File: config.mk
export PLATFORM = sky130hd
export DESIGN_NAME = linear_interp_resampler_top
export DESIGN_NICKNAME = d
export VERILOG_FILES = /design/src/hw/rtl/lir_pkg.sv /design/src/hw/rtl/lir_seq.sv /design/src/hw/rtl/lir_lane.sv /design/src/hw/rtl/lir_merge.sv /design/src/hw/rtl/linear_interp_resampler_top.sv
export SDC_FILE = /design/constraint.sdc
export NUM_CORES = 2
export LEC_CHECK = 0
export BUFFER_PORTS_ARGS = -buffer_cell sky130_fd_sc_hd__buf_4
export CAP_MARGIN = 25
export CORE_MARGIN = 2
export CORE_UTILIZATION = 33
export CTS_CLUSTER_SIZE = 8
export DETAILED_ROUTE_END_ITERATION = 10
export PLACE_DENSITY = 0.43
export SKIP_LAST_GASP = 1
export SYNTH_ARGS = -nofsm -noshare
export SYNTH_HDL_FRONTEND = slang
export SYNTH_SLANG_ARGS = --single-unit
File: constraint.sdc
create_clock -name clock -period 21.6 [get_ports clock]
set_input_delay 2.16 -clock clock [delete_from_list [all_inputs] [get_ports clock]]
set_output_delay 2.16 -clock clock [all_outputs]
set_load 0.03 [all_outputs]
File: src/hw/rtl/lir_pkg.sv
`timescale 1ns / 1ps
`default_nettype none
// ----------------------------------------------------------------------------
// Linear interpolation resampler package
// Shared widths, register map, reset values, types and the sample normalizer.
// ----------------------------------------------------------------------------
package lir_pkg;

   // Fixed-point formats.
   localparam int FRAC_BITS       = 13;
   localparam int GAIN_FRAC_BITS  = 24;
   localparam int DEF_MAX_OUTPUTS = 16;

   localparam int SAMP_W = 16;
   localparam int OUT_W  = 20;
   localparam int POS_W  = 18;
   localparam int GAIN_W = 29;
   localparam int MUTE_W = 25;
   localparam int STEP_W = 17;
   localparam int CH_W   = 2;

   // Pipeline depth of one lane, from issue to registered result.
   localparam int LANE_LAT = 4;

   // Configuration port.
   localparam int ADDR_W = 5;
   localparam int DATA_W = 32;
   localparam int IDX_W  = 3;

   localparam logic [IDX_W-1:0] REG_GAIN       = 3'd0;
   localparam logic [IDX_W-1:0] REG_MUTE_LEVEL = 3'd1;
   localparam logic [IDX_W-1:0] REG_STEP_SIZE  = 3'd2;
   localparam logic [IDX_W-1:0] REG_FORMAT     = 3'd3;
   localparam logic [IDX_W-1:0] REG_SRC_CH     = 3'd4;
   localparam logic [IDX_W-1:0] REG_OUT_CH     = 3'd5;

   localparam logic            FMT_U8  = 1'b0;
   localparam logic            FMT_S16 = 1'b1;
   localparam logic [CH_W-1:0] CH_MONO   = 2'd1;
   localparam logic [CH_W-1:0] CH_STEREO = 2'd2;

   typedef logic signed [SAMP_W-1:0] samp_type;
   typedef logic signed [OUT_W-1:0]  out_type;
   typedef logic [FRAC_BITS:0]       frac_type;
   typedef logic [POS_W-1:0]         pos_type;
   typedef logic [GAIN_W-1:0]        gain_type;
   typedef logic [MUTE_W-1:0]        mute_type;
   typedef logic [STEP_W-1:0]        step_type;

   localparam gain_type UNITY_GAIN = gain_type'(64'd1 << GAIN_FRAC_BITS);
   localparam gain_type GAIN_LIMIT = gain_type'(64'd1 << (GAIN_FRAC_BITS + 4));
   localparam pos_type  POS_ONE    = pos_type'(64'd1 << FRAC_BITS);

   localparam gain_type RST_GAIN   = UNITY_GAIN;
   localparam mute_type RST_MUTE   = mute_type'(512);
   localparam step_type RST_STEP   = step_type'(8192);
   localparam logic     RST_FORMAT = FMT_S16;

   // Gain decision shared by both lanes and the output stage.
   typedef struct packed {
      logic unity;
      logic mute;
   } gctl_type;

   // Control that travels alongside the lane data.
   typedef struct packed {
      logic valid;
      logic last;
   } tag_type;

   // One output position handed from the sequencer to the lanes.
   typedef struct packed {
      tag_type  tag;
      frac_type frac;
      samp_type prev_l;
      samp_type new_l;
      samp_type prev_r;
      samp_type new_r;
   } issue_type;

   // Unsigned 8-bit samples are recentered and moved to the top byte.
   function automatic samp_type normalize(input logic [SAMP_W-1:0] raw, input logic fmt);
      samp_type s;
      if (fmt == FMT_U8) begin
         s = {~raw[7], raw[6:0], 8'h00};
      end else begin
         s = raw;
      end
      return s;
   endfunction

endpackage
`default_nettype wire

File: src/hw/rtl/lir_seq.sv
`timescale 1ns / 1ps
`default_nettype none
// ----------------------------------------------------------------------------
// Resampler position sequencer
// Holds the previous frame and the fractional position, and steps through the
// output positions of one source frame, one position per cycle while adv is high.
// ----------------------------------------------------------------------------
module lir_seq
   import lir_pkg::*;
#(
   parameter int MAX_OUTPUTS = DEF_MAX_OUTPUTS
) (
   input  logic      clock,
   input  logic      reset,
   input  logic      adv,
   input  logic      accept,
   input  logic      restart,
   input  samp_type  frame_l,
   input  samp_type  frame_r,
   input  step_type  step_size,
   output logic      busy,
   output issue_type issue
);

   localparam int CNT_W = $clog2(MAX_OUTPUTS + 1);
   localparam int MIN_STEP_I = ((1 << FRAC_BITS) + MAX_OUTPUTS - 1) / MAX_OUTPUTS;
   localparam step_type   MIN_STEP = step_type'(MIN_STEP_I);
   localparam logic [CNT_W-1:0] CNT_MAX = CNT_W'(MAX_OUTPUTS);

   logic             busy_ff, busy_in;
   pos_type          pos_ff, pos_in;
   logic [CNT_W-1:0] cnt_ff, cnt_in;
   samp_type         prev_l_ff, prev_l_in, prev_r_ff, prev_r_in;
   samp_type         new_l_ff, new_r_ff;

   step_type step_eff;
   pos_type  pos_next;
   logic     in_range, do_out, last;

   // Step is raised so that one frame never yields more than MAX_OUTPUTS results.
   assign step_eff = (step_size < MIN_STEP) ? MIN_STEP : step_size;
   assign pos_next = pos_ff + pos_type'(step_eff);
   assign in_range = (pos_ff <= POS_ONE) && (cnt_ff < CNT_MAX);
   assign do_out   = busy_ff && in_range;
   assign last     = (pos_next > POS_ONE) || ((cnt_ff + 1'b1) == CNT_MAX);

   // Issue toward the lanes.
   always_comb begin
      issue.tag.valid = do_out && adv;
      issue.tag.last  = last;
      issue.frac      = pos_ff[FRAC_BITS:0];
      issue.prev_l    = prev_l_ff;
      issue.new_l     = new_l_ff;
      issue.prev_r    = prev_r_ff;
      issue.new_r     = new_r_ff;
   end

   assign busy = busy_ff;

   // Next state: accept a frame, step positions, then close the frame.
   always_comb begin
      busy_in   = busy_ff;
      pos_in    = pos_ff;
      cnt_in    = cnt_ff;
      prev_l_in = prev_l_ff;
      prev_r_in = prev_r_ff;
      if (accept) begin
         busy_in = 1'b1;
         cnt_in  = '0;
         if (restart) begin
            prev_l_in = '0;
            prev_r_in = '0;
            pos_in    = POS_ONE;
         end
      end else if (do_out) begin
         if (adv) begin
            pos_in = pos_next;
            cnt_in = cnt_ff + 1'b1;
         end
      end else if (busy_ff) begin
         // Rebase by a frame (else set to one step); the new frame becomes history.
         pos_in    = (pos_ff > POS_ONE) ? (pos_ff - POS_ONE) : pos_type'(step_eff);
         prev_l_in = new_l_ff;
         prev_r_in = new_r_ff;
         busy_in   = 1'b0;
      end
   end

   always_ff @(posedge clock) begin
      if (reset) begin
         busy_ff   <= 1'b0;
         pos_ff    <= POS_ONE;
         cnt_ff    <= '0;
         prev_l_ff <= '0;
         prev_r_ff <= '0;
      end else begin
         busy_ff   <= busy_in;
         pos_ff    <= pos_in;
         cnt_ff    <= cnt_in;
         prev_l_ff <= prev_l_in;
         prev_r_ff <= prev_r_in;
      end
   end

   // Incoming frame, already normalized and mapped.
   always_ff @(posedge clock) begin
      if (accept) begin
         new_l_ff <= frame_l;
         new_r_ff <= frame_r;
      end
   end

endmodule
`default_nettype wire

File: src/hw/rtl/lir_lane.sv
`timescale 1ns / 1ps
`default_nettype none
// ----------------------------------------------------------------------------
// Resampler channel lane
// Four-stage pipeline: interpolation product, interpolated sample, gain
// product, then shift, saturation and unity or mute selection.
// ----------------------------------------------------------------------------
module lir_lane
   import lir_pkg::*;
(
   input  logic     clock,
   input  logic     adv,
   input  samp_type prev_s,
   input  samp_type new_s,
   input  frac_type frac,
   input  gain_type gain,
   input  gctl_type gctl,
   output out_type  result
);

   localparam int DIFF_W = SAMP_W + 1;
   localparam int PROD_W = DIFF_W + FRAC_BITS + 2;
   localparam int MULT_W = SAMP_W + GAIN_W + 1;

   logic signed [DIFF_W-1:0]    diff;
   logic signed [FRAC_BITS+1:0] frac_s;
   logic signed [PROD_W-1:0]    prod_ff, prod_in, lerp_full;
   samp_type                    base_ff, samp_ff, samp_in, samp3_ff;
   logic signed [GAIN_W:0]      gain_s;
   logic signed [MULT_W-1:0]    mult_ff, mult_in, shifted;
   out_type                     result_ff, result_in, sat_val;
   logic                        fits;

   // Stage 1: difference times fraction.
   assign diff    = {new_s[SAMP_W-1], new_s} - {prev_s[SAMP_W-1], prev_s};
   assign frac_s  = {1'b0, frac};
   assign prod_in = diff * frac_s;

   // Stage 2: previous sample plus the floored fractional part.
   assign lerp_full = {{(PROD_W-SAMP_W){base_ff[SAMP_W-1]}}, base_ff}
                      + (prod_ff >>> FRAC_BITS);
   assign samp_in   = lerp_full[SAMP_W-1:0];

   // Stage 3: gain product.
   assign gain_s  = {1'b0, gain};
   assign mult_in = samp_ff * gain_s;

   // Stage 4: floor shift and saturation to the output width.
   assign shifted = mult_ff >>> GAIN_FRAC_BITS;
   assign fits    = (&shifted[MULT_W-1:OUT_W-1]) || !(|shifted[MULT_W-1:OUT_W-1]);
   always_comb begin
      if (fits) begin
         sat_val = shifted[OUT_W-1:0];
      end else if (shifted[MULT_W-1]) begin
         sat_val = {1'b1, {(OUT_W-1){1'b0}}};
      end else begin
         sat_val = {1'b0, {(OUT_W-1){1'b1}}};
      end
      if (gctl.unity) begin
         result_in = {{(OUT_W-SAMP_W){samp3_ff[SAMP_W-1]}}, samp3_ff};
      end else if (gctl.mute) begin
         result_in = '0;
      end else begin
         result_in = sat_val;
      end
   end

   always_ff @(posedge clock) begin
      if (adv) begin
         prod_ff   <= prod_in;
         base_ff   <= prev_s;
         samp_ff   <= samp_in;
         mult_ff   <= mult_in;
         samp3_ff  <= samp_ff;
         result_ff <= result_in;
      end
   end

   assign result = result_ff;

endmodule
`default_nettype wire

File: src/hw/rtl/lir_merge.sv
`timescale 1ns / 1ps
`default_nettype none
// ----------------------------------------------------------------------------
// Resampler output merge
// Delays the control tag alongside the lanes, joins both channel results into
// one response and holds it in the output register until it is taken.
// ----------------------------------------------------------------------------
module lir_merge
   import lir_pkg::*;
(
   input  logic                 clock,
   input  logic                 reset,
   input  tag_type              tag,
   input  out_type              lane_l,
   input  out_type              lane_r,
   input  gctl_type             gctl,
   input  logic                 mono_out,
   output logic                 adv,
   output logic                 rsp_tvalid,
   input  logic                 rsp_tready,
   output logic [2*OUT_W-1:0]   rsp_tdata,
   output logic                 rsp_tuser,
   output logic                 rsp_tlast
);

   tag_type tag_ff [LANE_LAT];
   logic    valid_ff;
   out_type left_ff, right_ff;
   logic    written_ff, last_ff;

   // The whole pipeline moves whenever the output register is free or drained.
   assign adv = !valid_ff || rsp_tready;

   // Tag delay line matching the lane latency.
   always_ff @(posedge clock) begin
      if (reset) begin
         for (int i = 0; i < LANE_LAT; i++) begin
            tag_ff[i] <= '0;
         end
         valid_ff <= 1'b0;
      end else if (adv) begin
         tag_ff[0] <= tag;
         for (int i = 1; i < LANE_LAT; i++) begin
            tag_ff[i] <= tag_ff[i-1];
         end
         valid_ff <= tag_ff[LANE_LAT-1].valid;
      end
   end

   // Output payload; a mono output carries zero in the right channel.
   always_ff @(posedge clock) begin
      if (adv) begin
         left_ff    <= lane_l;
         right_ff   <= mono_out ? '0 : lane_r;
         written_ff <= !gctl.mute;
         last_ff    <= tag_ff[LANE_LAT-1].last;
      end
   end

   assign rsp_tvalid = valid_ff;
   assign rsp_tdata  = {right_ff, left_ff};
   assign rsp_tuser  = written_ff;
   assign rsp_tlast  = last_ff;

endmodule
`default_nettype wire

File: src/hw/rtl/linear_interp_resampler_top.sv
`timescale 1ns / 1ps
`default_nettype none
// ----------------------------------------------------------------------------
// Linear interpolation resampler
// Converts a stream of source frames into output frames by linear
// interpolation, with a gain stage and mono/stereo mapping.
// ----------------------------------------------------------------------------
// Each source request is normalized to signed 16 bits, mapped to the output
// channel layout and accepted while the sequencer is idle. The sequencer then
// emits one output position per cycle, while the output is not stalled, into
// two channel lanes; a frame produces 0 to MAX_OUTPUTS results, and the next
// request is accepted only once the sequencer has closed the current frame. A
// stalled output holds the whole pipeline. The final result caused by a frame
// carries tlast; tuser is low on results produced while the gain is muted. The
// user must write configuration through the register port only while no frame
// is busy; the block itself does not enforce this.
// ----------------------------------------------------------------------------
module linear_interp_resampler_top
   import lir_pkg::*;
#(
   parameter int MAX_OUTPUTS = DEF_MAX_OUTPUTS
) (
   input  logic                clock,
   input  logic                reset,
   // Source requests.
   input  logic                req_tvalid,
   output logic                req_tready,
   input  logic [31:0]         req_tdata,   // raw_left [15:0], raw_right [31:16]
   input  logic                req_tuser,   // restart
   // Results.
   output logic                rsp_tvalid,
   input  logic                rsp_tready,
   output logic [2*OUT_W-1:0]  rsp_tdata,   // out_left [19:0], out_right [39:20]
   output logic                rsp_tuser,   // written
   output logic                rsp_tlast,   // last_of_run
   // Register port.
   input  logic                csr_psel,
   input  logic                csr_penable,
   input  logic                csr_pwrite,
   input  logic [ADDR_W-1:0]   csr_paddr,
   input  logic [DATA_W-1:0]   csr_pwdata,
   output logic [DATA_W-1:0]   csr_prdata,
   output logic                csr_pready
);

   gain_type        gain_ff;
   mute_type        mute_ff;
   step_type        step_ff;
   logic            fmt_ff;
   logic [CH_W-1:0] src_ch_ff, out_ch_ff;

   logic             wr_en;
   logic [IDX_W-1:0] reg_idx;
   logic             accept, busy, adv;
   logic             mono_src, mono_out;
   samp_type         norm_l, norm_r, src_r, frame_l, frame_r;
   logic signed [SAMP_W:0] mix_sum;
   gain_type         gain_eff;
   gctl_type         gctl;
   issue_type        issue;
   out_type          lane_l, lane_r;

   // Register port.
   assign csr_pready = 1'b1;
   assign wr_en      = csr_psel && csr_penable && csr_pwrite && csr_pready;
   assign reg_idx    = csr_paddr[ADDR_W-1:2];

   always_ff @(posedge clock) begin
      if (reset) begin
         gain_ff   <= RST_GAIN;
         mute_ff   <= RST_MUTE;
         step_ff   <= RST_STEP;
         fmt_ff    <= RST_FORMAT;
         src_ch_ff <= CH_STEREO;
         out_ch_ff <= CH_STEREO;
      end else if (wr_en) begin
         unique case (reg_idx)
            REG_GAIN:       gain_ff   <= csr_pwdata[GAIN_W-1:0];
            REG_MUTE_LEVEL: mute_ff   <= csr_pwdata[MUTE_W-1:0];
            REG_STEP_SIZE:  step_ff   <= csr_pwdata[STEP_W-1:0];
            REG_FORMAT:     fmt_ff    <= csr_pwdata[0];
            REG_SRC_CH:     src_ch_ff <= csr_pwdata[CH_W-1:0];
            REG_OUT_CH:     out_ch_ff <= csr_pwdata[CH_W-1:0];
            default: ;
         endcase
      end
   end

   always_comb begin
      unique case (reg_idx)
         REG_GAIN:       csr_prdata = DATA_W'(gain_ff);
         REG_MUTE_LEVEL: csr_prdata = DATA_W'(mute_ff);
         REG_STEP_SIZE:  csr_prdata = DATA_W'(step_ff);
         REG_FORMAT:     csr_prdata = DATA_W'(fmt_ff);
         REG_SRC_CH:     csr_prdata = DATA_W'(src_ch_ff);
         REG_OUT_CH:     csr_prdata = DATA_W'(out_ch_ff);
         default:        csr_prdata = '0;
      endcase
   end

   // Input normalization and channel mapping; codes other than mono mean stereo.
   assign mono_src = (src_ch_ff == CH_MONO);
   assign mono_out = (out_ch_ff == CH_MONO);
   assign norm_l   = normalize(req_tdata[15:0], fmt_ff);
   assign norm_r   = normalize(req_tdata[31:16], fmt_ff);
   assign src_r    = mono_src ? norm_l : norm_r;
   assign mix_sum  = {norm_l[SAMP_W-1], norm_l} + {src_r[SAMP_W-1], src_r};
   assign frame_l  = mono_out ? mix_sum[SAMP_W:1] : norm_l;
   assign frame_r  = mono_out ? '0 : src_r;

   // No request is taken while reset is held.
   assign req_tready = !busy && !reset;
   assign accept     = req_tvalid && req_tready;

   // Gain is limited to 16x; unity passes through even below the mute level.
   assign gain_eff   = (gain_ff > GAIN_LIMIT) ? GAIN_LIMIT : gain_ff;
   assign gctl.unity = (gain_eff == UNITY_GAIN);
   assign gctl.mute  = !gctl.unity && (gain_eff < GAIN_W'(mute_ff));

   lir_seq #(
      .MAX_OUTPUTS (MAX_OUTPUTS)
   ) u_seq (
      .clock     (clock),
      .reset     (reset),
      .adv       (adv),
      .accept    (accept),
      .restart   (req_tuser),
      .frame_l   (frame_l),
      .frame_r   (frame_r),
      .step_size (step_ff),
      .busy      (busy),
      .issue     (issue)
   );

   lir_lane u_lane_l (
      .clock  (clock),
      .adv    (adv),
      .prev_s (issue.prev_l),
      .new_s  (issue.new_l),
      .frac   (issue.frac),
      .gain   (gain_eff),
      .gctl   (gctl),
      .result (lane_l)
   );

   lir_lane u_lane_r (
      .clock  (clock),
      .adv    (adv),
      .prev_s (issue.prev_r),
      .new_s  (issue.new_r),
      .frac   (issue.frac),
      .gain   (gain_eff),
      .gctl   (gctl),
      .result (lane_r)
   );

   lir_merge u_merge (
      .clock      (clock),
      .reset      (reset),
      .tag        (issue.tag),
      .lane_l     (lane_l),
      .lane_r     (lane_r),
      .gctl       (gctl),
      .mono_out   (mono_out),
      .adv        (adv),
      .rsp_tvalid (rsp_tvalid),
      .rsp_tready (rsp_tready),
      .rsp_tdata  (rsp_tdata),
      .rsp_tuser  (rsp_tuser),
      .rsp_tlast  (rsp_tlast)
   );

endmodule
`default_nettype wire

==> flow_metrics.tcl <==
set metrics [dict create \
    post_synth_inst_count 7116 \
    clk_latency_ns 0.70 \
    effective_utilization_at_floorplan_pct 33.3 \
    commonest_non_fill_non_tap_cells_in_the_layout "inv_1, fa_1, nand2_1" \
    final.period_utilization_pct 49.4 \
    critical_path.max_stage_delay_ns 0.83 \
    critical_path_required_ns 22.00 \
    hp-class "reg -> reg" \
    overall_global_routing_usage_pct 19.9 \
    grt_max_degree 80 \
    power_density_nw_per_um2 89.5 \
    wl_per_cell_um 20.5 \
    io_buffers 144 \
    holdBufCountCts 0 \
    routed_wl_um 200000 \
    fp.dieW_um 451 \
    place.gp.congestion 0.831 \
    die-height_um 451 \
    ios 154 \
    mostFrequentLayoutCell "inv_1" \
    nNetsFinal 8876 \
    critical_path.slowest_cell "and2_2" \
    drcViolationCount 0 \
    critPathKind "reg -> reg" \
    clk_transition_reported_paths_ns 0.06 \
    synthesis.area_per_instance_um2 9.25 \
    timing_worst_slew_pin_value_ns 1.06 \
    final.min_clock_period_ns 10.66 \
    dr_total_vias 46900 \
    ir_drop_v 0.0000675 \
    syn-cell-area_um2 65800 \
    total_power_uw 6430 \
    synth_ff_type "edfxtp_1" \
    coreArea_um2 198000 \
    register_area_um2 11500 \
    htree_levels 2 \
    final-setup-viol-count 0 \
    fin_skew_ns 0.0588 \
    postRouteAntennaNets 0 \
    ys_seq_area_share_pct 17.5 \
    max_clock_freq_ghz 0.0938 \
    synth.ff_latch_count 427 \
    final_max_slew_viol_count 0 \
    rsz0062_at_grt "no" \
    maxCapViolCount 0 \
    final.fill_count 20300 \
    synth-edff-count 294 \
    timing.critical_path.arrival_ns 11.06 \
    total_die_area_um2 203000 \
    end_kind "flop" \
    antenna_found_initial 18 \
    post_route_cells_drive_above_1_share_pct 6.03 \
    hpwlAfterDp_um 148000 \
    setup_total_negative_slack_ns 0 \
    cp_max_fo 64 \
    hold_viol_final 0 \
    run_status "finished clean" \
    vias_per_cell 4.80 \
    multi_input_area_um2 47600 \
    async_flop_share_pct 0 \
    numClockSinks 427 \
    yosys_warnings 0 \
    max_slew_margin_pct 29.2 \
    via_count_of_the_first_global_routing_pass 50800 \
    ctsRootBufferMaster "clkbuf_16" \
    grt_pass1_wl_um 311000 \
    grt.overflow.total 0 \
    setup.worst_path.start_class "flop" \
    core.rowCount 163 \
    cts_buffers 61 \
    cts_buffer_depth 3 \
    drt_iter0_markers 2362 \
    p_leak_uw 0.0346 \
    cts_tree "built" \
    area_growth_syn_to_layout_pct 9.11 \
    cts_setup_buffers 0 \
    firstDrtPassIters 8 \
    synth.distinct_cells 86 \
    critical_path.most_common_cell "fa_1" \
    cts_resized 0 \
]
==> sequential cells by signal, summed over array words and instances (netlist names), 20 cells and up <==
| register | count |
|---|---|
| u_merge.right_ff | 20 |
| gain_ff | 29 |
| mute_ff | 25 |
| u_lane_l.mult_ff | 22 |
| u_lane_l.result | 20 |
| u_lane_r.mult_ff | 22 |
| u_merge.left_ff | 20 |
| u_lane_r.result | 20 |
==> where the power goes <==
group	leakage (µW)	internal [µW]	switching, µW	total, µW
Sequential	0.00424	1260	100	1360
Clock	0.000851	528	379	906
Combinational	0.0295	1560	2600	4160
==> layer usage <==
layer  vias to the layer above  GRT usage [%]  wire length (µm)
li1                      21700              -                 -
met1                     24100           27.1             90700
met4                        10           5.02              5450
met5                         -              0                65
met3                       224           1.96              7430
met2                       817           34.0             96100
==> path summary, 6_finish.rpt <==
check	from	slack, ns	endpoint	depth (start not counted)
min reg2reg	u_seq.prev_l_ff[11]	0.41	u_lane_l.base_ff[11]	0
max	gain_ff[10]	10.94	u_lane_l.mult_ff[45]	31
max reg2reg	gain_ff[10]	10.94	u_lane_l.mult_ff[45]	31
min	u_seq.prev_l_ff[11]	0.41	u_lane_l.base_ff[11]	0
==> cell usage after synthesis, types with 108 or more instances <==
master	count	area, µm²
and3_1	212	1330
dfxtp_1	133	2660
o21ai_0	108	541
inv_1	1466	5500
and2_1	504	3150
nand2_1	978	3670
fa_1	1180	23600
a21oi_1	201	1010
nor2_1	308	1160
edfxtp_1	294	8830
ha_1	545	6820
xnor2_1	125	1090
clkbuf_1	369	1390
==> per-stage QoR <==
| stage | hold slack (ns) | setup WS, ns | cell area [µm²] | util (%) | instances |
|---|---|---|---|---|---|
| 4_1_cts | 0.411 | 10.81 | 71800 | 36.3 | 9750 |
| 6_report | 0.412 | 10.94 | 71800 | 36.3 | 9761 |
| 2_1_floorplan | 0.400 | 11.09 | 65800 | - | 7118 |
| 5_1_grt | 0.420 | 10.31 | 71800 | 36.3 | 9754 |
| 3_3_place_gp | 0.401 | 10.86 | 69900 | 35.3 | 9643 |
| 3_5_place_dp | 0.405 | 10.90 | 70000 | 35.4 | 9649 |
==> final cells by class <==
cell class	count	share of cell area [%]
Clock buffer	95	2.34
Sequential cell	427	16.0
Clock inverter	6	0.127
Multi-Input combinational cell	4838	66.2
Antenna cell	9	0.0314
Tap cell	2640	4.60
Inverter	1467	7.68
Timing Repair Buffer	279	3.01
==> critical path: cells and delay by family, from the launching register on <==
family | cells | cell delay (ns)
flip-flops | 1 | 0.29
buffers and inverters | 7 | 1.57
XOR/XNOR | 1 | 0.12
adder cells (fa/ha/maj) | 7 | 3.32
AO/OA/AOI/OAI | 7 | 1.66
AND/OR/NAND/NOR | 9 | 3.30
==> cells by family after synthesis <==
group | synth area share, %
multiplexers | 0.937
adder cells (fa/ha/maj) | 46.2
buffers and inverters | 10.6
AO/OA/AOI/OAI | 5.83
XOR/XNOR | 2.35
AND/OR/NAND/NOR | 16.6
other | 0.0114
flip-flops | 17.5
No activity file was read; power rests on OpenSTA's default activity.
